==> src/rtl/core/spr_pkg.sv <==
`default_nettype none

package spr_pkg;

    localparam int C_BYTE_W            = 8;
    localparam int C_LEN_W             = 4;
    localparam int C_CMD_BYTES         = 8;
    localparam int C_WORD_W            = 64;
    localparam int C_APB_DATA_W        = 64;
    localparam int C_APB_ADDR_W        = 5;
    localparam int C_QUEUE_DEPTH       = 2;
    localparam int C_MAX_PATTERN_BYTES = 8;
    localparam int C_MAX_REPLACE_BYTES = 8;

    localparam logic [C_WORD_W-1:0] C_RST_PATTERN_BYTES  = '0;
    localparam logic [C_LEN_W-1:0]  C_RST_PATTERN_LENGTH = 4'd1;
    localparam logic [C_WORD_W-1:0] C_RST_REPLACE_BYTES  = '0;
    localparam logic [C_LEN_W-1:0]  C_RST_REPLACE_LENGTH = 4'd0;

    // register index = paddr[4:3]
    typedef enum logic [1:0] {
        REG_PATTERN_BYTES,
        REG_PATTERN_LENGTH,
        REG_REPLACE_BYTES,
        REG_REPLACE_LENGTH
    } t_reg_idx;

    typedef struct packed {
        logic [C_WORD_W-1:0] pattern_bytes;
        logic [C_LEN_W-1:0]  pattern_length;
        logic [C_WORD_W-1:0] replacement_bytes;
        logic [C_LEN_W-1:0]  replacement_length;
    } t_cfg;

    // one queued command: emit num bytes of data, oldest in slot 0;
    // num == 0 only with last set -> empty end marker
    typedef struct packed {
        logic [C_CMD_BYTES-1:0][C_BYTE_W-1:0] data;
        logic [C_LEN_W-1:0]                   num;
        logic                                 last;
    } t_cmd;

endpackage

`default_nettype wire

==> src/rtl/core/spr_stream_if.sv <==
`default_nettype none

interface spr_in_if;
    logic                          valid;
    logic                          ready;
    logic [spr_pkg::C_BYTE_W-1:0]  text_byte;
    logic                          end_of_text;

    modport source (output valid, output text_byte, output end_of_text, input ready);
    modport sink   (input valid, input text_byte, input end_of_text, output ready);
endinterface

interface spr_out_if;
    logic                          valid;
    logic                          ready;
    logic [spr_pkg::C_BYTE_W-1:0]  out_byte;
    logic                          is_empty;
    logic                          out_last;

    modport source (output valid, output out_byte, output is_empty, output out_last,
                    input ready);
    modport sink   (input valid, input out_byte, input is_empty, input out_last,
                    output ready);
endinterface

`default_nettype wire

==> src/rtl/core/stream_pattern_replace_unit.sv <==
// Path: an accepted word is written into the command queue, then expanded through the registered output stage.
// Throughput: one input word per cycle while each word yields at most one result and the output is ready;
//   a word that yields k results (match replacement or end-of-text flush, k <= 8)
//   holds the output stage until all k are taken; the 2-entry command queue then stalls input.
// Reset: i_rst_n synchronous, active low; empties the window, queue and output
//   stage and loads the config registers with their reset values.
`default_nettype none

module stream_pattern_replace_unit #(
    parameter int P_MAX_PATTERN_BYTES = spr_pkg::C_MAX_PATTERN_BYTES,
    parameter int P_MAX_REPLACE_BYTES = spr_pkg::C_MAX_REPLACE_BYTES
) (
    input  wire logic                             i_clk,
    input  wire logic                             i_rst_n,
    spr_in_if.sink                                i_in,
    spr_out_if.source                             o_out,
    input  wire logic                             psel,
    input  wire logic                             penable,
    input  wire logic                             pwrite,
    input  wire logic [spr_pkg::C_APB_ADDR_W-1:0] paddr,
    input  wire logic [spr_pkg::C_APB_DATA_W-1:0] pwdata,
    output logic      [spr_pkg::C_APB_DATA_W-1:0] prdata,
    output logic                                  pready
);
    import spr_pkg::*;

    t_cfg w_cfg;
    t_cmd w_cmd;
    t_cmd w_head;
    logic w_push;
    logic w_pop;
    logic w_full;
    logic w_empty;

    // APB register file: pattern/replacement bytes and lengths
    spr_cfg u_cfg (
        .i_clk   (i_clk),
        .i_rst_n (i_rst_n),
        .psel    (psel),
        .penable (penable),
        .pwrite  (pwrite),
        .paddr   (paddr),
        .pwdata  (pwdata),
        .prdata  (prdata),
        .pready  (pready),
        .o_cfg   (w_cfg)
    );

    // Front: appends each byte to the pending window, tests for a match and
    // turns the step into at most one command (bytes to emit + count + last flag).
    spr_front #(
        .P_MAX_PATTERN_BYTES (P_MAX_PATTERN_BYTES),
        .P_MAX_REPLACE_BYTES (P_MAX_REPLACE_BYTES)
    ) u_front (
        .i_clk   (i_clk),
        .i_rst_n (i_rst_n),
        .i_in    (i_in),
        .i_cfg   (w_cfg),
        .i_full  (w_full),
        .o_push  (w_push),
        .o_cmd   (w_cmd)
    );

    // Short command queue decoupling the front from output backpressure
    spr_queue u_queue (
        .i_clk   (i_clk),
        .i_rst_n (i_rst_n),
        .i_push  (w_push),
        .i_cmd   (w_cmd),
        .i_pop   (w_pop),
        .o_head  (w_head),
        .o_full  (w_full),
        .o_empty (w_empty)
    );

    // Back: expands the head command into result words, one per cycle while the
    // output is ready, through a registered output stage
    spr_back u_back (
        .i_clk   (i_clk),
        .i_rst_n (i_rst_n),
        .i_head  (w_head),
        .i_empty (w_empty),
        .o_pop   (w_pop),
        .o_out   (o_out)
    );

    // the front never pushes into a full queue
    a_no_overflow: assert property (@(posedge i_clk) disable iff (!i_rst_n)
        w_push |-> !w_full)
        else $error("command queue overflow");

    // an empty marker is always the final word of its text and carries a zero byte
    a_empty_marker: assert property (@(posedge i_clk) disable iff (!i_rst_n)
        (o_out.valid && o_out.is_empty) |-> (o_out.out_last && (o_out.out_byte == '0)))
        else $error("malformed end marker");

    // an accepted end-of-text word always leaves a command queued
    a_last_queued: assert property (@(posedge i_clk) disable iff (!i_rst_n)
        (i_in.valid && i_in.ready && i_in.end_of_text) |=> !w_empty)
        else $error("end of text lost");

endmodule

`default_nettype wire

==> src/rtl/core/spr_cfg.sv <==
`default_nettype none

module spr_cfg (
    input  wire logic                            i_clk,
    input  wire logic                            i_rst_n,
    input  wire logic                            psel,
    input  wire logic                            penable,
    input  wire logic                            pwrite,
    input  wire logic [spr_pkg::C_APB_ADDR_W-1:0] paddr,
    input  wire logic [spr_pkg::C_APB_DATA_W-1:0] pwdata,
    output logic      [spr_pkg::C_APB_DATA_W-1:0] prdata,
    output logic                                 pready,
    output spr_pkg::t_cfg                        o_cfg
);
    import spr_pkg::*;

    logic [C_WORD_W-1:0] r_pattern_bytes;
    logic [C_LEN_W-1:0]  r_pattern_length;
    logic [C_WORD_W-1:0] r_replace_bytes;
    logic [C_LEN_W-1:0]  r_replace_length;
    logic                w_wr;
    t_reg_idx            w_idx;

    assign pready = 1'b1;
    assign w_wr   = psel && penable && pwrite;
    assign w_idx  = t_reg_idx'(paddr[4:3]);

    always_ff @(posedge i_clk) begin
        if (!i_rst_n) begin
            r_pattern_bytes  <= C_RST_PATTERN_BYTES;
            r_pattern_length <= C_RST_PATTERN_LENGTH;
            r_replace_bytes  <= C_RST_REPLACE_BYTES;
            r_replace_length <= C_RST_REPLACE_LENGTH;
        end else if (w_wr) begin
            case (w_idx)
                REG_PATTERN_BYTES:  r_pattern_bytes  <= pwdata[C_WORD_W-1:0];
                REG_PATTERN_LENGTH: r_pattern_length <= pwdata[C_LEN_W-1:0];
                REG_REPLACE_BYTES:  r_replace_bytes  <= pwdata[C_WORD_W-1:0];
                REG_REPLACE_LENGTH: r_replace_length <= pwdata[C_LEN_W-1:0];
                default: ;
            endcase
        end
    end

    always_comb begin
        case (w_idx)
            REG_PATTERN_BYTES:  prdata = C_APB_DATA_W'(r_pattern_bytes);
            REG_PATTERN_LENGTH: prdata = C_APB_DATA_W'(r_pattern_length);
            REG_REPLACE_BYTES:  prdata = C_APB_DATA_W'(r_replace_bytes);
            REG_REPLACE_LENGTH: prdata = C_APB_DATA_W'(r_replace_length);
            default:            prdata = '0;
        endcase
    end

    assign o_cfg.pattern_bytes      = r_pattern_bytes;
    assign o_cfg.pattern_length     = r_pattern_length;
    assign o_cfg.replacement_bytes  = r_replace_bytes;
    assign o_cfg.replacement_length = r_replace_length;

endmodule

`default_nettype wire

==> src/rtl/core/spr_front.sv <==
`default_nettype none

module spr_front #(
    parameter int P_MAX_PATTERN_BYTES = spr_pkg::C_MAX_PATTERN_BYTES,
    parameter int P_MAX_REPLACE_BYTES = spr_pkg::C_MAX_REPLACE_BYTES
) (
    input  wire logic          i_clk,
    input  wire logic          i_rst_n,
    spr_in_if.sink             i_in,
    input  spr_pkg::t_cfg      i_cfg,
    input  wire logic          i_full,
    output logic               o_push,
    output spr_pkg::t_cmd      o_cmd
);
    import spr_pkg::*;

    // window depth and caps clipped to the 8-byte config registers
    localparam int W    = (P_MAX_PATTERN_BYTES < C_CMD_BYTES) ? P_MAX_PATTERN_BYTES
                                                              : C_CMD_BYTES;
    localparam int RCAP = (P_MAX_REPLACE_BYTES < C_CMD_BYTES) ? P_MAX_REPLACE_BYTES
                                                              : C_CMD_BYTES;
    localparam int CW   = $clog2(W + 1);

    logic [W-1:0][C_BYTE_W-1:0] r_win,   n_win;
    logic [CW-1:0]              r_count, n_count;

    logic [W-1:0][C_BYTE_W-1:0] w_win_app;
    logic [CW-1:0]              w_count_app;
    logic [C_LEN_W-1:0]         w_plen;
    logic [C_LEN_W-1:0]         w_rlen;
    logic                       w_full_win;
    logic                       w_match;
    logic                       w_pop;
    logic                       w_accept;

    assign i_in.ready = !i_full;
    assign w_accept   = i_in.valid && !i_full;

    always_comb begin
        if (i_cfg.pattern_length == '0) begin
            w_plen = C_LEN_W'(1);
        end else if (i_cfg.pattern_length > C_LEN_W'(W)) begin
            w_plen = C_LEN_W'(W);
        end else begin
            w_plen = i_cfg.pattern_length;
        end
        if (i_cfg.replacement_length > C_LEN_W'(RCAP)) begin
            w_rlen = C_LEN_W'(RCAP);
        end else begin
            w_rlen = i_cfg.replacement_length;
        end
    end

    // window with the new byte appended at the fill position
    assign w_count_app = r_count + CW'(1);
    always_comb begin
        for (int i = 0; i < W; i++) begin
            w_win_app[i] = (CW'(i) == r_count) ? i_in.text_byte : r_win[i];
        end
    end

    assign w_full_win = (C_LEN_W'(w_count_app) == w_plen);
    assign w_pop      = (C_LEN_W'(w_count_app) >= w_plen);

    always_comb begin
        w_match = w_full_win;
        for (int i = 0; i < W; i++) begin
            if ((C_LEN_W'(i) < w_plen) &&
                (w_win_app[i] != i_cfg.pattern_bytes[C_BYTE_W*i +: C_BYTE_W])) begin
                w_match = 1'b0;
            end
        end
    end

    always_comb begin
        o_cmd.last = i_in.end_of_text;
        for (int j = 0; j < C_CMD_BYTES; j++) begin
            if (w_match) begin
                o_cmd.data[j] = i_cfg.replacement_bytes[C_BYTE_W*j +: C_BYTE_W];
            end else if (j < W) begin
                o_cmd.data[j] = w_win_app[j];
            end else begin
                o_cmd.data[j] = '0;
            end
        end
        if (w_match) begin
            o_cmd.num = w_rlen;
        end else if (i_in.end_of_text) begin
            o_cmd.num = C_LEN_W'(w_count_app);   // flush whole window
        end else if (w_pop) begin
            o_cmd.num = C_LEN_W'(1);
        end else begin
            o_cmd.num = '0;
        end
        o_push = w_accept && (i_in.end_of_text || (o_cmd.num != '0));
    end

    always_comb begin
        n_win   = r_win;
        n_count = r_count;
        if (w_accept) begin
            if (w_match || i_in.end_of_text) begin
                n_count = '0;
            end else if (w_pop) begin
                n_count = w_count_app - CW'(1);
                for (int i = 0; i < W - 1; i++) begin
                    n_win[i] = w_win_app[i+1];
                end
                n_win[W-1] = w_win_app[W-1];
            end else begin
                n_count = w_count_app;
                n_win   = w_win_app;
            end
        end
    end

    always_ff @(posedge i_clk) begin
        if (!i_rst_n) begin
            r_count <= '0;
        end else begin
            r_count <= n_count;
        end
    end

    always_ff @(posedge i_clk) begin
        r_win <= n_win;
    end

endmodule

`default_nettype wire

==> src/rtl/core/spr_queue.sv <==
`default_nettype none

module spr_queue (
    input  wire logic      i_clk,
    input  wire logic      i_rst_n,
    input  wire logic      i_push,
    input  spr_pkg::t_cmd  i_cmd,
    input  wire logic      i_pop,
    output spr_pkg::t_cmd  o_head,
    output logic           o_full,
    output logic           o_empty
);
    import spr_pkg::*;

    localparam int PW = (C_QUEUE_DEPTH > 1) ? $clog2(C_QUEUE_DEPTH) : 1;
    localparam int NW = $clog2(C_QUEUE_DEPTH + 1);

    t_cmd          r_mem [C_QUEUE_DEPTH];
    logic [PW-1:0] r_wr_ptr, n_wr_ptr;
    logic [PW-1:0] r_rd_ptr, n_rd_ptr;
    logic [NW-1:0] r_num,    n_num;

    assign o_full  = (r_num == NW'(C_QUEUE_DEPTH));
    assign o_empty = (r_num == '0);
    assign o_head  = r_mem[r_rd_ptr];

    always_comb begin
        n_wr_ptr = r_wr_ptr;
        n_rd_ptr = r_rd_ptr;
        n_num    = r_num;
        if (i_push) begin
            n_wr_ptr = (r_wr_ptr == PW'(C_QUEUE_DEPTH - 1)) ? '0 : r_wr_ptr + PW'(1);
        end
        if (i_pop) begin
            n_rd_ptr = (r_rd_ptr == PW'(C_QUEUE_DEPTH - 1)) ? '0 : r_rd_ptr + PW'(1);
        end
        if (i_push && !i_pop) begin
            n_num = r_num + NW'(1);
        end else if (i_pop && !i_push) begin
            n_num = r_num - NW'(1);
        end
    end

    always_ff @(posedge i_clk) begin
        if (!i_rst_n) begin
            r_wr_ptr <= '0;
            r_rd_ptr <= '0;
            r_num    <= '0;
        end else begin
            r_wr_ptr <= n_wr_ptr;
            r_rd_ptr <= n_rd_ptr;
            r_num    <= n_num;
        end
    end

    always_ff @(posedge i_clk) begin
        if (i_push) begin
            r_mem[r_wr_ptr] <= i_cmd;
        end
    end

endmodule

`default_nettype wire

==> src/rtl/core/spr_back.sv <==
`default_nettype none

module spr_back (
    input  wire logic      i_clk,
    input  wire logic      i_rst_n,
    input  spr_pkg::t_cmd  i_head,
    input  wire logic      i_empty,
    output logic           o_pop,
    spr_out_if.source      o_out
);
    import spr_pkg::*;

    localparam int IW = $clog2(C_CMD_BYTES);

    logic [IW-1:0]       r_idx,   n_idx;
    logic                r_valid, n_valid;
    logic [C_BYTE_W-1:0] r_byte,  n_byte;
    logic                r_empty, n_empty;
    logic                r_last,  n_last;
    logic                w_load;
    logic                w_final;

    assign w_load  = !i_empty && (!r_valid || o_out.ready);
    assign w_final = (i_head.num == '0) || (C_LEN_W'(r_idx) == i_head.num - C_LEN_W'(1));
    assign o_pop   = w_load && w_final;

    always_comb begin
        n_idx   = r_idx;
        n_valid = r_valid && !o_out.ready;
        n_byte  = r_byte;
        n_empty = r_empty;
        n_last  = r_last;
        if (w_load) begin
            n_valid = 1'b1;
            if (i_head.num == '0) begin
                n_byte  = '0;           // end marker, no byte
                n_empty = 1'b1;
                n_last  = 1'b1;
            end else begin
                n_byte  = i_head.data[r_idx];
                n_empty = 1'b0;
                n_last  = i_head.last && w_final;
            end
            n_idx = w_final ? '0 : r_idx + IW'(1);
        end
    end

    always_ff @(posedge i_clk) begin
        if (!i_rst_n) begin
            r_idx   <= '0;
            r_valid <= 1'b0;
        end else begin
            r_idx   <= n_idx;
            r_valid <= n_valid;
        end
    end

    always_ff @(posedge i_clk) begin
        r_byte  <= n_byte;
        r_empty <= n_empty;
        r_last  <= n_last;
    end

    assign o_out.valid    = r_valid;
    assign o_out.out_byte = r_byte;
    assign o_out.is_empty = r_empty;
    assign o_out.out_last = r_last;

endmodule

`default_nettype wire
==> src/flat_wrapper.sv <==
// flat-port wrapper written by rule: the top's interface ports become plain ports
module stream_pattern_replace_unit_flat import spr_pkg::*;
#(
    parameter int P_MAX_PATTERN_BYTES = spr_pkg::C_MAX_PATTERN_BYTES,
    parameter int P_MAX_REPLACE_BYTES = spr_pkg::C_MAX_REPLACE_BYTES
)
  (i_clk, i_rst_n, psel, penable, pwrite, paddr, pwdata, prdata, pready, i_in_valid, i_in_text_byte, i_in_end_of_text, i_in_ready, o_out_valid, o_out_out_byte, o_out_is_empty, o_out_out_last, o_out_ready);
  spr_in_if i_in_i ();
  spr_out_if o_out_i ();
  input  wire logic i_clk;
  input  wire logic i_rst_n;
  input  wire logic psel;
  input  wire logic penable;
  input  wire logic pwrite;
  input  wire logic [spr_pkg::C_APB_ADDR_W-1:0] paddr;
  input  wire logic [spr_pkg::C_APB_DATA_W-1:0] pwdata;
  output logic      [spr_pkg::C_APB_DATA_W-1:0] prdata;
  output logic pready;
  input wire logic [$bits(i_in_i.valid)-1:0] i_in_valid;
  input wire logic [$bits(i_in_i.text_byte)-1:0] i_in_text_byte;
  input wire logic [$bits(i_in_i.end_of_text)-1:0] i_in_end_of_text;
  output wire logic [$bits(i_in_i.ready)-1:0] i_in_ready;
  output wire logic [$bits(o_out_i.valid)-1:0] o_out_valid;
  output wire logic [$bits(o_out_i.out_byte)-1:0] o_out_out_byte;
  output wire logic [$bits(o_out_i.is_empty)-1:0] o_out_is_empty;
  output wire logic [$bits(o_out_i.out_last)-1:0] o_out_out_last;
  input wire logic [$bits(o_out_i.ready)-1:0] o_out_ready;
  assign i_in_i.valid = i_in_valid;
  assign i_in_i.text_byte = i_in_text_byte;
  assign i_in_i.end_of_text = i_in_end_of_text;
  assign i_in_ready = i_in_i.ready;
  assign o_out_valid = o_out_i.valid;
  assign o_out_out_byte = o_out_i.out_byte;
  assign o_out_is_empty = o_out_i.is_empty;
  assign o_out_out_last = o_out_i.out_last;
  assign o_out_i.ready = o_out_ready;
  stream_pattern_replace_unit #(.P_MAX_PATTERN_BYTES(P_MAX_PATTERN_BYTES), .P_MAX_REPLACE_BYTES(P_MAX_REPLACE_BYTES)) u_core (.i_clk(i_clk), .i_rst_n(i_rst_n), .i_in(i_in_i), .o_out(o_out_i), .psel(psel), .penable(penable), .pwrite(pwrite), .paddr(paddr), .pwdata(pwdata), .prdata(prdata), .pready(pready));
endmodule
==> config.mk <==
export PLATFORM = sky130hd
export DESIGN_NAME = stream_pattern_replace_unit_flat
export DESIGN_NICKNAME = d
export VERILOG_FILES = /design/src/rtl/core/spr_pkg.sv /design/src/rtl/core/spr_stream_if.sv /design/src/rtl/core/stream_pattern_replace_unit.sv /design/src/rtl/core/spr_cfg.sv /design/src/rtl/core/spr_front.sv /design/src/rtl/core/spr_queue.sv /design/src/rtl/core/spr_back.sv /design/src/flat_wrapper.sv
export SDC_FILE = /design/constraint.sdc
export NUM_CORES = 1
export LEC_CHECK = 0
export ABC_AREA = 1
export BUFFER_PORTS_ARGS = -buffer_cell sky130_fd_sc_hd__clkbuf_2
export CORE_MARGIN = 10
export CORE_UTILIZATION = 45
export DETAILED_ROUTE_END_ITERATION = 10
export GPL_TIMING_DRIVEN = 0
export PLACE_DENSITY_LB_ADDON = 0.08
export SETUP_SLACK_MARGIN = 0.1
export SYNTH_ARGS = -nofsm -noshare
export SYNTH_HDL_FRONTEND = slang
export SYNTH_SLANG_ARGS = --single-unit
export TNS_END_PERCENT = 30
==> constraint.sdc <==
create_clock -name i_clk -period 5.5 [get_ports i_clk]
set_input_delay 0.55 -clock i_clk [delete_from_list [all_inputs] [get_ports i_clk]]
set_output_delay 0.55 -clock i_clk [all_outputs]
set_load 0.01 [all_outputs]
## Word level (Yosys, flattened, before mapping)

Memories as Yosys holds them, arrays and structs flattened. A register that Yosys moved wholly into a read port is not among the register bits.
Cells that the tools add are included.

| cells by class | value |
|---|---|
| reduce and logical (&&, ||, !) cells | 40 |
| multiplexer cells | 47 |
| bitwise gates (word level) | 1 |
| add/subtract/negate cells | 8 |
| magnitude comparators | 12 |
| equality and inequality tests | 21 |

Operators with widths:

| cell | count |
|---|---|
| $pmux 64 s4 | 1 |
| $mux 8 | 17 |
| $ne 8x8->1 | 8 |
| $mux 56 | 1 |
| $mux 4 | 7 |
| $bmux 8 s3 | 1 |
| $logic_and 1x1->1 | 18 |
| $mux 1 | 17 |
| $eq 3x4->1 const A | 4 |
| $lt 3x4->1 const A | 4 |
| $logic_not 4->1 | 3 |
| $reduce_and 2->1 | 5 |
| $eq 2x4->1 const A | 2 |
| $gt 4x4->1 const B | 2 |
| $lt 1x4->1 const A | 2 |
| $lt 2x4->1 const A | 2 |
| $sub 4x1->4 const B | 2 |
| $eq 2x2->1 const B | 3 |
| $logic_not 1->1 | 6 |
| $add 4x1->4 const B | 1 |
| $eq 1x4->1 const A | 1 |
| $eq 3x4->1 | 1 |
| $eq 4x4->1 | 1 |
| $ge 4x4->1 | 1 |
| 13 further kinds | 19 |

| storage, ports and cells | value |
|---|---|
| input bits | 85 |
| memories | 1 |
| logic and storage cells | 151 |
| memory bits (writable) | 138 |
| register bits after elaboration | 222 |

Memory list:

| memory | depth | width | read ports | clocked after Yosys merged registers in | wr ports | line | source |
|---|---|---|---|---|---|---|---|
| u_core.u_queue.r_mem | 2 | 69 | 1 | 1 | 1 | spr_queue.sv:18 | `t_cmd r_mem [C_QUEUE_DEPTH];` |

## Depth between registers and ports, before layout

| depth | value |
|---|---|
| depth after elaboration | 21 |
| gate-level depth with buffers | 27 |

## Hierarchy

Synthesis repeated with hierarchy kept, for this count alone.

| second synthesis, totals | value |
|---|---|
| cell total of the unflattened synthesis | 2,377 |
| area, all modules | 19,153.4 µm² |

Modules (own cells, without submodules):

| module | times used | sequential area each (µm²) | cells each | area an instance (µm²) |
|---|---|---|---|---|
| spr_front | 1 | 2,001.9 | 1,032 | 6,378.6 |
| spr_cfg | 1 | 2,722.6 | 912 | 6,326.1 |
| spr_queue | 1 | 4,244.1 | 250 | 5,248.8 |
| spr_back | 1 | 380.4 | 183 | 1,199.9 |

## Worst setup path before layout

OpenSTA, ideal clock, no wires.

| path | value |
|---|---|
| kind | reg-to-reg |
| start point | register u_core.u_front.r_count[0] |
| end point | memory u_core.u_queue.r_mem[0][0] (netlist name), enable pin |
| arrival | 5,563 ps |
| slack | -560 ps |
| setup time | 497 ps |
| data required time | 5,003 ps |
| cell stages (with the launch flop) | 21 |
| buffers on the path | 1 |
| path through | dfxtp_1 ha_1 clkbuf_1 or2_2 nand2_1 inv_1 ha_1 nand3_1 nor2_1 nand2_1 nor2_1 nand3b_1 nor2_1 nand2_1 nor2_4 nand4_1 nand2_1 nor2_1 nand2_1 nand2_1 nor2_1 |

RTL lines:

| item | line | source |
|---|---|---|
| start, declared | spr_front.sv:25 | `logic [CW-1:0] r_count, n_count;` |
| start signal, assigned | spr_front.sv:121 | `r_count <= n_count;` |
| end, declared | spr_queue.sv:18 |  |

==> results.txt <==
----------------------------------------------------
[Yosys]
  Top cell type's share of synthesized area ... 36.89%
  Post-synth EDFFs ... 212
  Cells after synthesis ... 2,086
  Top area cells in the synthesized netlist ... sky130_fd_sc_hd__edfxtp_1 (37%), sky130_fd_sc_hd__dfxtp_1 (17%), sky130_fd_sc_hd__nand2_1 (10%), sky130_fd_sc_hd__o21ai_0 (9.1%), sky130_fd_sc_hd__inv_1 (4.7%)
  Total nets after synthesis ... 2,184
  Ys Warns ... 0
  Library cells used by synthesis ... 38
  Number of storage elements in the synthesis netlist ... approximately 360
  Biggest area consumer among synthesized cells ... sky130_fd_sc_hd__edfxtp_1
  Mapped Area ... 0.01726 mm²
  Share of flip-flops with an asynchronous set or reset after synthesis ... 0%
  Main flop type after synthesis ... sky130_fd_sc_hd__edfxtp_1
  Sequential area share after synthesis ... 54.17%
  Syn avg cell area ... approximately 8.3 µm²

[Timing]
  Count of endpoints failing setup in the final report ... 0
  Unrepaired setup endpoints after global routing ... false
  Final Max Tran Viols ... 0
  Normalized max-slew margin ... 17.73%
  Slew at the pin with the worst max-slew slack ... between 1 and 1.5 ns
  Maximum clock frequency ... approximately 0.21 GHz
  Number of hold-slack violations in the final timing report ... 0
  Period minus WS final ... around 4.8 ns
  Tcrit/Tclk final ... approximately 87%
  Fin Clk Skew ... between 0.015 and 0.02 ns
  Slack of the critical path ... 0.7156 ns

[Layout]
  Post-route non-filler standard cell count ... around 2,800
  Share of post-route cells with drive strength above 1 ... 11.51%
  Fraction of the core area covered by cells at the end of the flow ... a little over half
  Final std cell area, no fill ... 0.02024 mm²
  Relative area change from synthesis to final layout ... 17.31%
  Nets ... 2,387

[Die]
  Area of the die ... 0.04658 mm²
  Chip Height ... ~220 µm
  Num ports ... 162
  Horizontal extent of the die ... 215.8 µm
  Area of the core ... 0.03776 mm²
  Initial core utilization ... 45.71%
  Number of cell rows ... 71

[Global routing]
  Initial antenna violation count ... 3
  Number of global-route vias before repair ... 15,365
  Global-route congestion overflow total ... 0
  Global-route wire length before repair ... ~98,000 µm
  Combined global-route utilization of all metal layers ... 27.89%
  Maximum number of pins on one net before global-route repair ... slightly below 50

[Worst setup path]
  R2r worst-path depth ... 18
  Worst Path Class, Setup ... flip-flop to flip-flop
  Signal arrival time at the worst endpoint ... 5.01 ns
  Maximum fanout along the worst path ... 10
  Startpoint class of the critical path ... flip-flop
  CP required ... 5.72 ns
  Endpoint kind of the worst setup timing path ... flip-flop
  Launching element of the worst setup path ... u_core.u_front.r_count[0]$_SDFFE_PN0P_
  Slack of the worst reg-to-reg path ... 0.72 ns
  Worst reg2reg path endpoint ... u_core.u_queue.r_mem[0][39]$_DFFE_PP_
  Worst reg2reg path startpoint ... u_core.u_front.r_count[0]$_SDFFE_PN0P_

[Power]
  Reported leakage power ... 8.123 nW
  Pwr dens ... around 380 mW/mm²
  IR Drop Worst-Case VDD ... 0.2194 mV

[Place]
  Cell area after placement ... 0.01886 mm²
  Pre-CTS setup slack ... 0.8570 ns
  Final weighted congestion in routability-driven placement ... approximately 0.99
  Half-perimeter wire length after detailed placement ... 51,040 µm
  Port bufs ... 154
  Instance count after placement with tap cells included ... 2,758

[CTS]
  Number of hold-repair buffers added at the cts stage ... 0
  Total CTS buffers ... 40
  Post-cts repair resize count ... 0
  CTS tree ... done
  Clock root cell ... sky130_fd_sc_hd__clkbuf_16
  Maximum level of the CTS H-tree ... 2
  Clk Latency, worst-skew pair ... 0.57 ns
  Longest Clk Path Bufs ... 3
  Setup Buffers After CTS ... 0
  Clk slew on worst S/H paths ... 0.06 ns
  Sink count of the clock tree ... 361

[Flow run]
  Max Cap Violations ... 0

[Detailed routing]
  Via Count ... approximately 16,000
  DR WL/cell ... 23.77 µm
  Initial DRT Pass Iterations ... 6
  Count of antenna-violating nets left after detailed routing ... 0
  Vias per cell ... 5.706
  Violation count after the first detailed-routing iteration ... between 1,500 and 2,000
  DR DRC count ... 0
  Detailed-route wire length ... 67,330 µm

[Hold path]
  Hold Crit Endpoint ... u_core.u_cfg.r_pattern_bytes[7]$_SDFFE_PN0P_
  Worst min-delay path class ... input pin to flip-flop
  Cell count of the worst hold path ... 3
  Min-Delay Startpoint ... pwdata[7]

[Run status]
  Run status ... finished clean

----------------------------------------------------
critical path, stage by stage, from the launching register on:
cell and delay [ns]:
sky130_fd_sc_hd__dfxtp_1 0.56, sky130_fd_sc_hd__ha_1 0.36, sky130_fd_sc_hd__clkbuf_1 0.49, sky130_fd_sc_hd__or2_2 0.23
sky130_fd_sc_hd__nand2_1 0.13, sky130_fd_sc_hd__inv_1 0.09, sky130_fd_sc_hd__ha_1 0.15, sky130_fd_sc_hd__nand3_1 0.06
sky130_fd_sc_hd__nor2_1 0.21, sky130_fd_sc_hd__nand2_1 0.09, sky130_fd_sc_hd__nor2_1 0.10, sky130_fd_sc_hd__nand3b_1 0.08
sky130_fd_sc_hd__nor2_1 0.12, sky130_fd_sc_hd__nand2_1 0.10, sky130_fd_sc_hd__nor2_4 0.19, sky130_fd_sc_hd__nand3_4 0.14
sky130_fd_sc_hd__buf_2 0.26, sky130_fd_sc_hd__buf_2 0.25, sky130_fd_sc_hd__o21ai_0 0.83
layout make-up:
type / count / area [µm²]
fill: 3649 / 17510
sequential: 361 / 9349
timing repair buffer: 161 / 948.4
antenna: 2 / 5.005
clock buffer: 59 / 1175
tap: 511 / 639.4
buffer: 119 / 483.0
clock inverter: 14 / 209.0
multi-input combinational: 1378 / 6578
inverter: 228 / 858.3
kinds of logic (layout without fill, tap and decap cells):
logic type,Yosys count,in the layout,synth area share [%]
flops,361,361,54.17
other cells,1,3,0.02173
compound gates,621,621,19.19
buf+inv,347,581,7.757
mux,3,3,0.1740
fa+ha+maj,13,13,0.9425
simple gates,729,729,17.18
xor+xnor,11,11,0.5582
routing by layer:
layer | GRT usage (%) | wire (µm) | vias up
li1 | - | - | 7528
met1 | 35.18 | 27510 | 7673
met2 | 44.92 | 30940 | 788
met3 | 6.378 | 6009 | 175
met4 | 12.32 | 2870 | 2
met5 | 0 | 9 | -
power by group:
group	leakage (nW)	internal, mW	total (mW)	switching, mW
sequential	3.18	3.20	3.29	0.0830
combinational	4.26	0.449	1.56	1.11
clock	0.681	1.72	2.86	1.14
cells in the final DEF (no fill, tap or decap), drive strengths merged:
cell,instances
a31oi,11
xor2,10
clkinv,12
a21oi,152
buf,32
nand3,107
and2,1
a211oi,2
o221ai,20
o21ai,357
nand3b,1
ha,13
o22ai,72
nand4,7
xnor2,1
nor2,144
o2111ai,2
edfxtp,212
bufinv,5
nor3,2
clkbuf,307
conb,1
nand2,466
diode,2
o31ai,1
dfxtp,149
mux2i,3
or2,1
o211ai,4
inv,225
metrics by stage:
step / hold WS, ns / power (mW) / setup TNS (ns)
6_report: 0.2449 / 7.711 / 0
5_1_grt: 0.2704 / 7.989 / 0
4_1_cts: 0.2347 / 7.708 / 0
3_5_place_dp: 0.4577 / 4.884 / 0
3_3_place_gp: 0.4388 / 4.823 / -134.70
2_1_floorplan: 0.4257 / 4.226 / 0
cells in the mapped netlist (2+ instances only):
cell and instances:
sky130_fd_sc_hd__ha_1 13, sky130_fd_sc_hd__buf_1 4, sky130_fd_sc_hd__edfxtp_1 212, sky130_fd_sc_hd__o2111ai_1 2, sky130_fd_sc_hd__o22ai_1 72, sky130_fd_sc_hd__nand3_2 5
sky130_fd_sc_hd__dfxtp_1 149, sky130_fd_sc_hd__nand2_1 464, sky130_fd_sc_hd__a21oi_1 152, sky130_fd_sc_hd__a211oi_1 2, sky130_fd_sc_hd__buf_4 4, sky130_fd_sc_hd__a31oi_1 11
sky130_fd_sc_hd__inv_1 215, sky130_fd_sc_hd__o21ai_0 314, sky130_fd_sc_hd__nand3_1 101, sky130_fd_sc_hd__nand4_1 7, sky130_fd_sc_hd__xor2_1 10, sky130_fd_sc_hd__nor2_2 2
sky130_fd_sc_hd__buf_2 17, sky130_fd_sc_hd__clkbuf_1 94, sky130_fd_sc_hd__o21ai_1 43, sky130_fd_sc_hd__mux2i_1 3, sky130_fd_sc_hd__o221ai_1 20, sky130_fd_sc_hd__inv_2 9
sky130_fd_sc_hd__nand2_2 2, sky130_fd_sc_hd__clkinv_1 4, sky130_fd_sc_hd__nor2_1 141, sky130_fd_sc_hd__o211ai_1 4
state kept, by name (all words and copies together), names as in the netlist, named ones only:
name	cells
u_core.u_queue.r_wr_ptr	1
u_core.u_cfg.r_replace_length	4
u_core.u_back.o_out.is_empty	1
u_core.u_front.r_win	64
u_core.u_cfg.r_replace_bytes	64
u_core.u_back.r_idx	3
u_core.u_back.o_out.out_last	1
u_core.u_back.o_out.valid	1
u_core.u_queue.r_mem	138
u_core.u_queue.r_rd_ptr	1
u_core.u_front.r_count	4
u_core.u_back.o_out.out_byte	8
u_core.u_cfg.r_pattern_bytes	64
u_core.u_queue.r_num	2
u_core.u_cfg.r_pattern_length	4
worst max-delay path by stage:
stage / endpoint / slack (ns) / cells past startpoint
floorplan: u_core.u_queue.r_mem[0][0]$_DFFE_PP_ / 0.60 / 20
global placement: u_core.u_queue.r_mem[0][41]$_DFFE_PP_ / -1.18 / 20
detailed placement: u_core.u_queue.r_num[1]$_SDFFE_PN0P_ / 0.86 / 26
CTS: u_core.u_queue.r_num[1]$_SDFFE_PN0P_ / 0.84 / 26
global route: u_core.u_queue.r_num[1]$_SDFFE_PN0P_ / 0.48 / 26
finish: u_core.u_queue.r_mem[0][39]$_DFFE_PP_ / 0.72 / 18
Note: power is estimated with default switching activity, not from simulation.
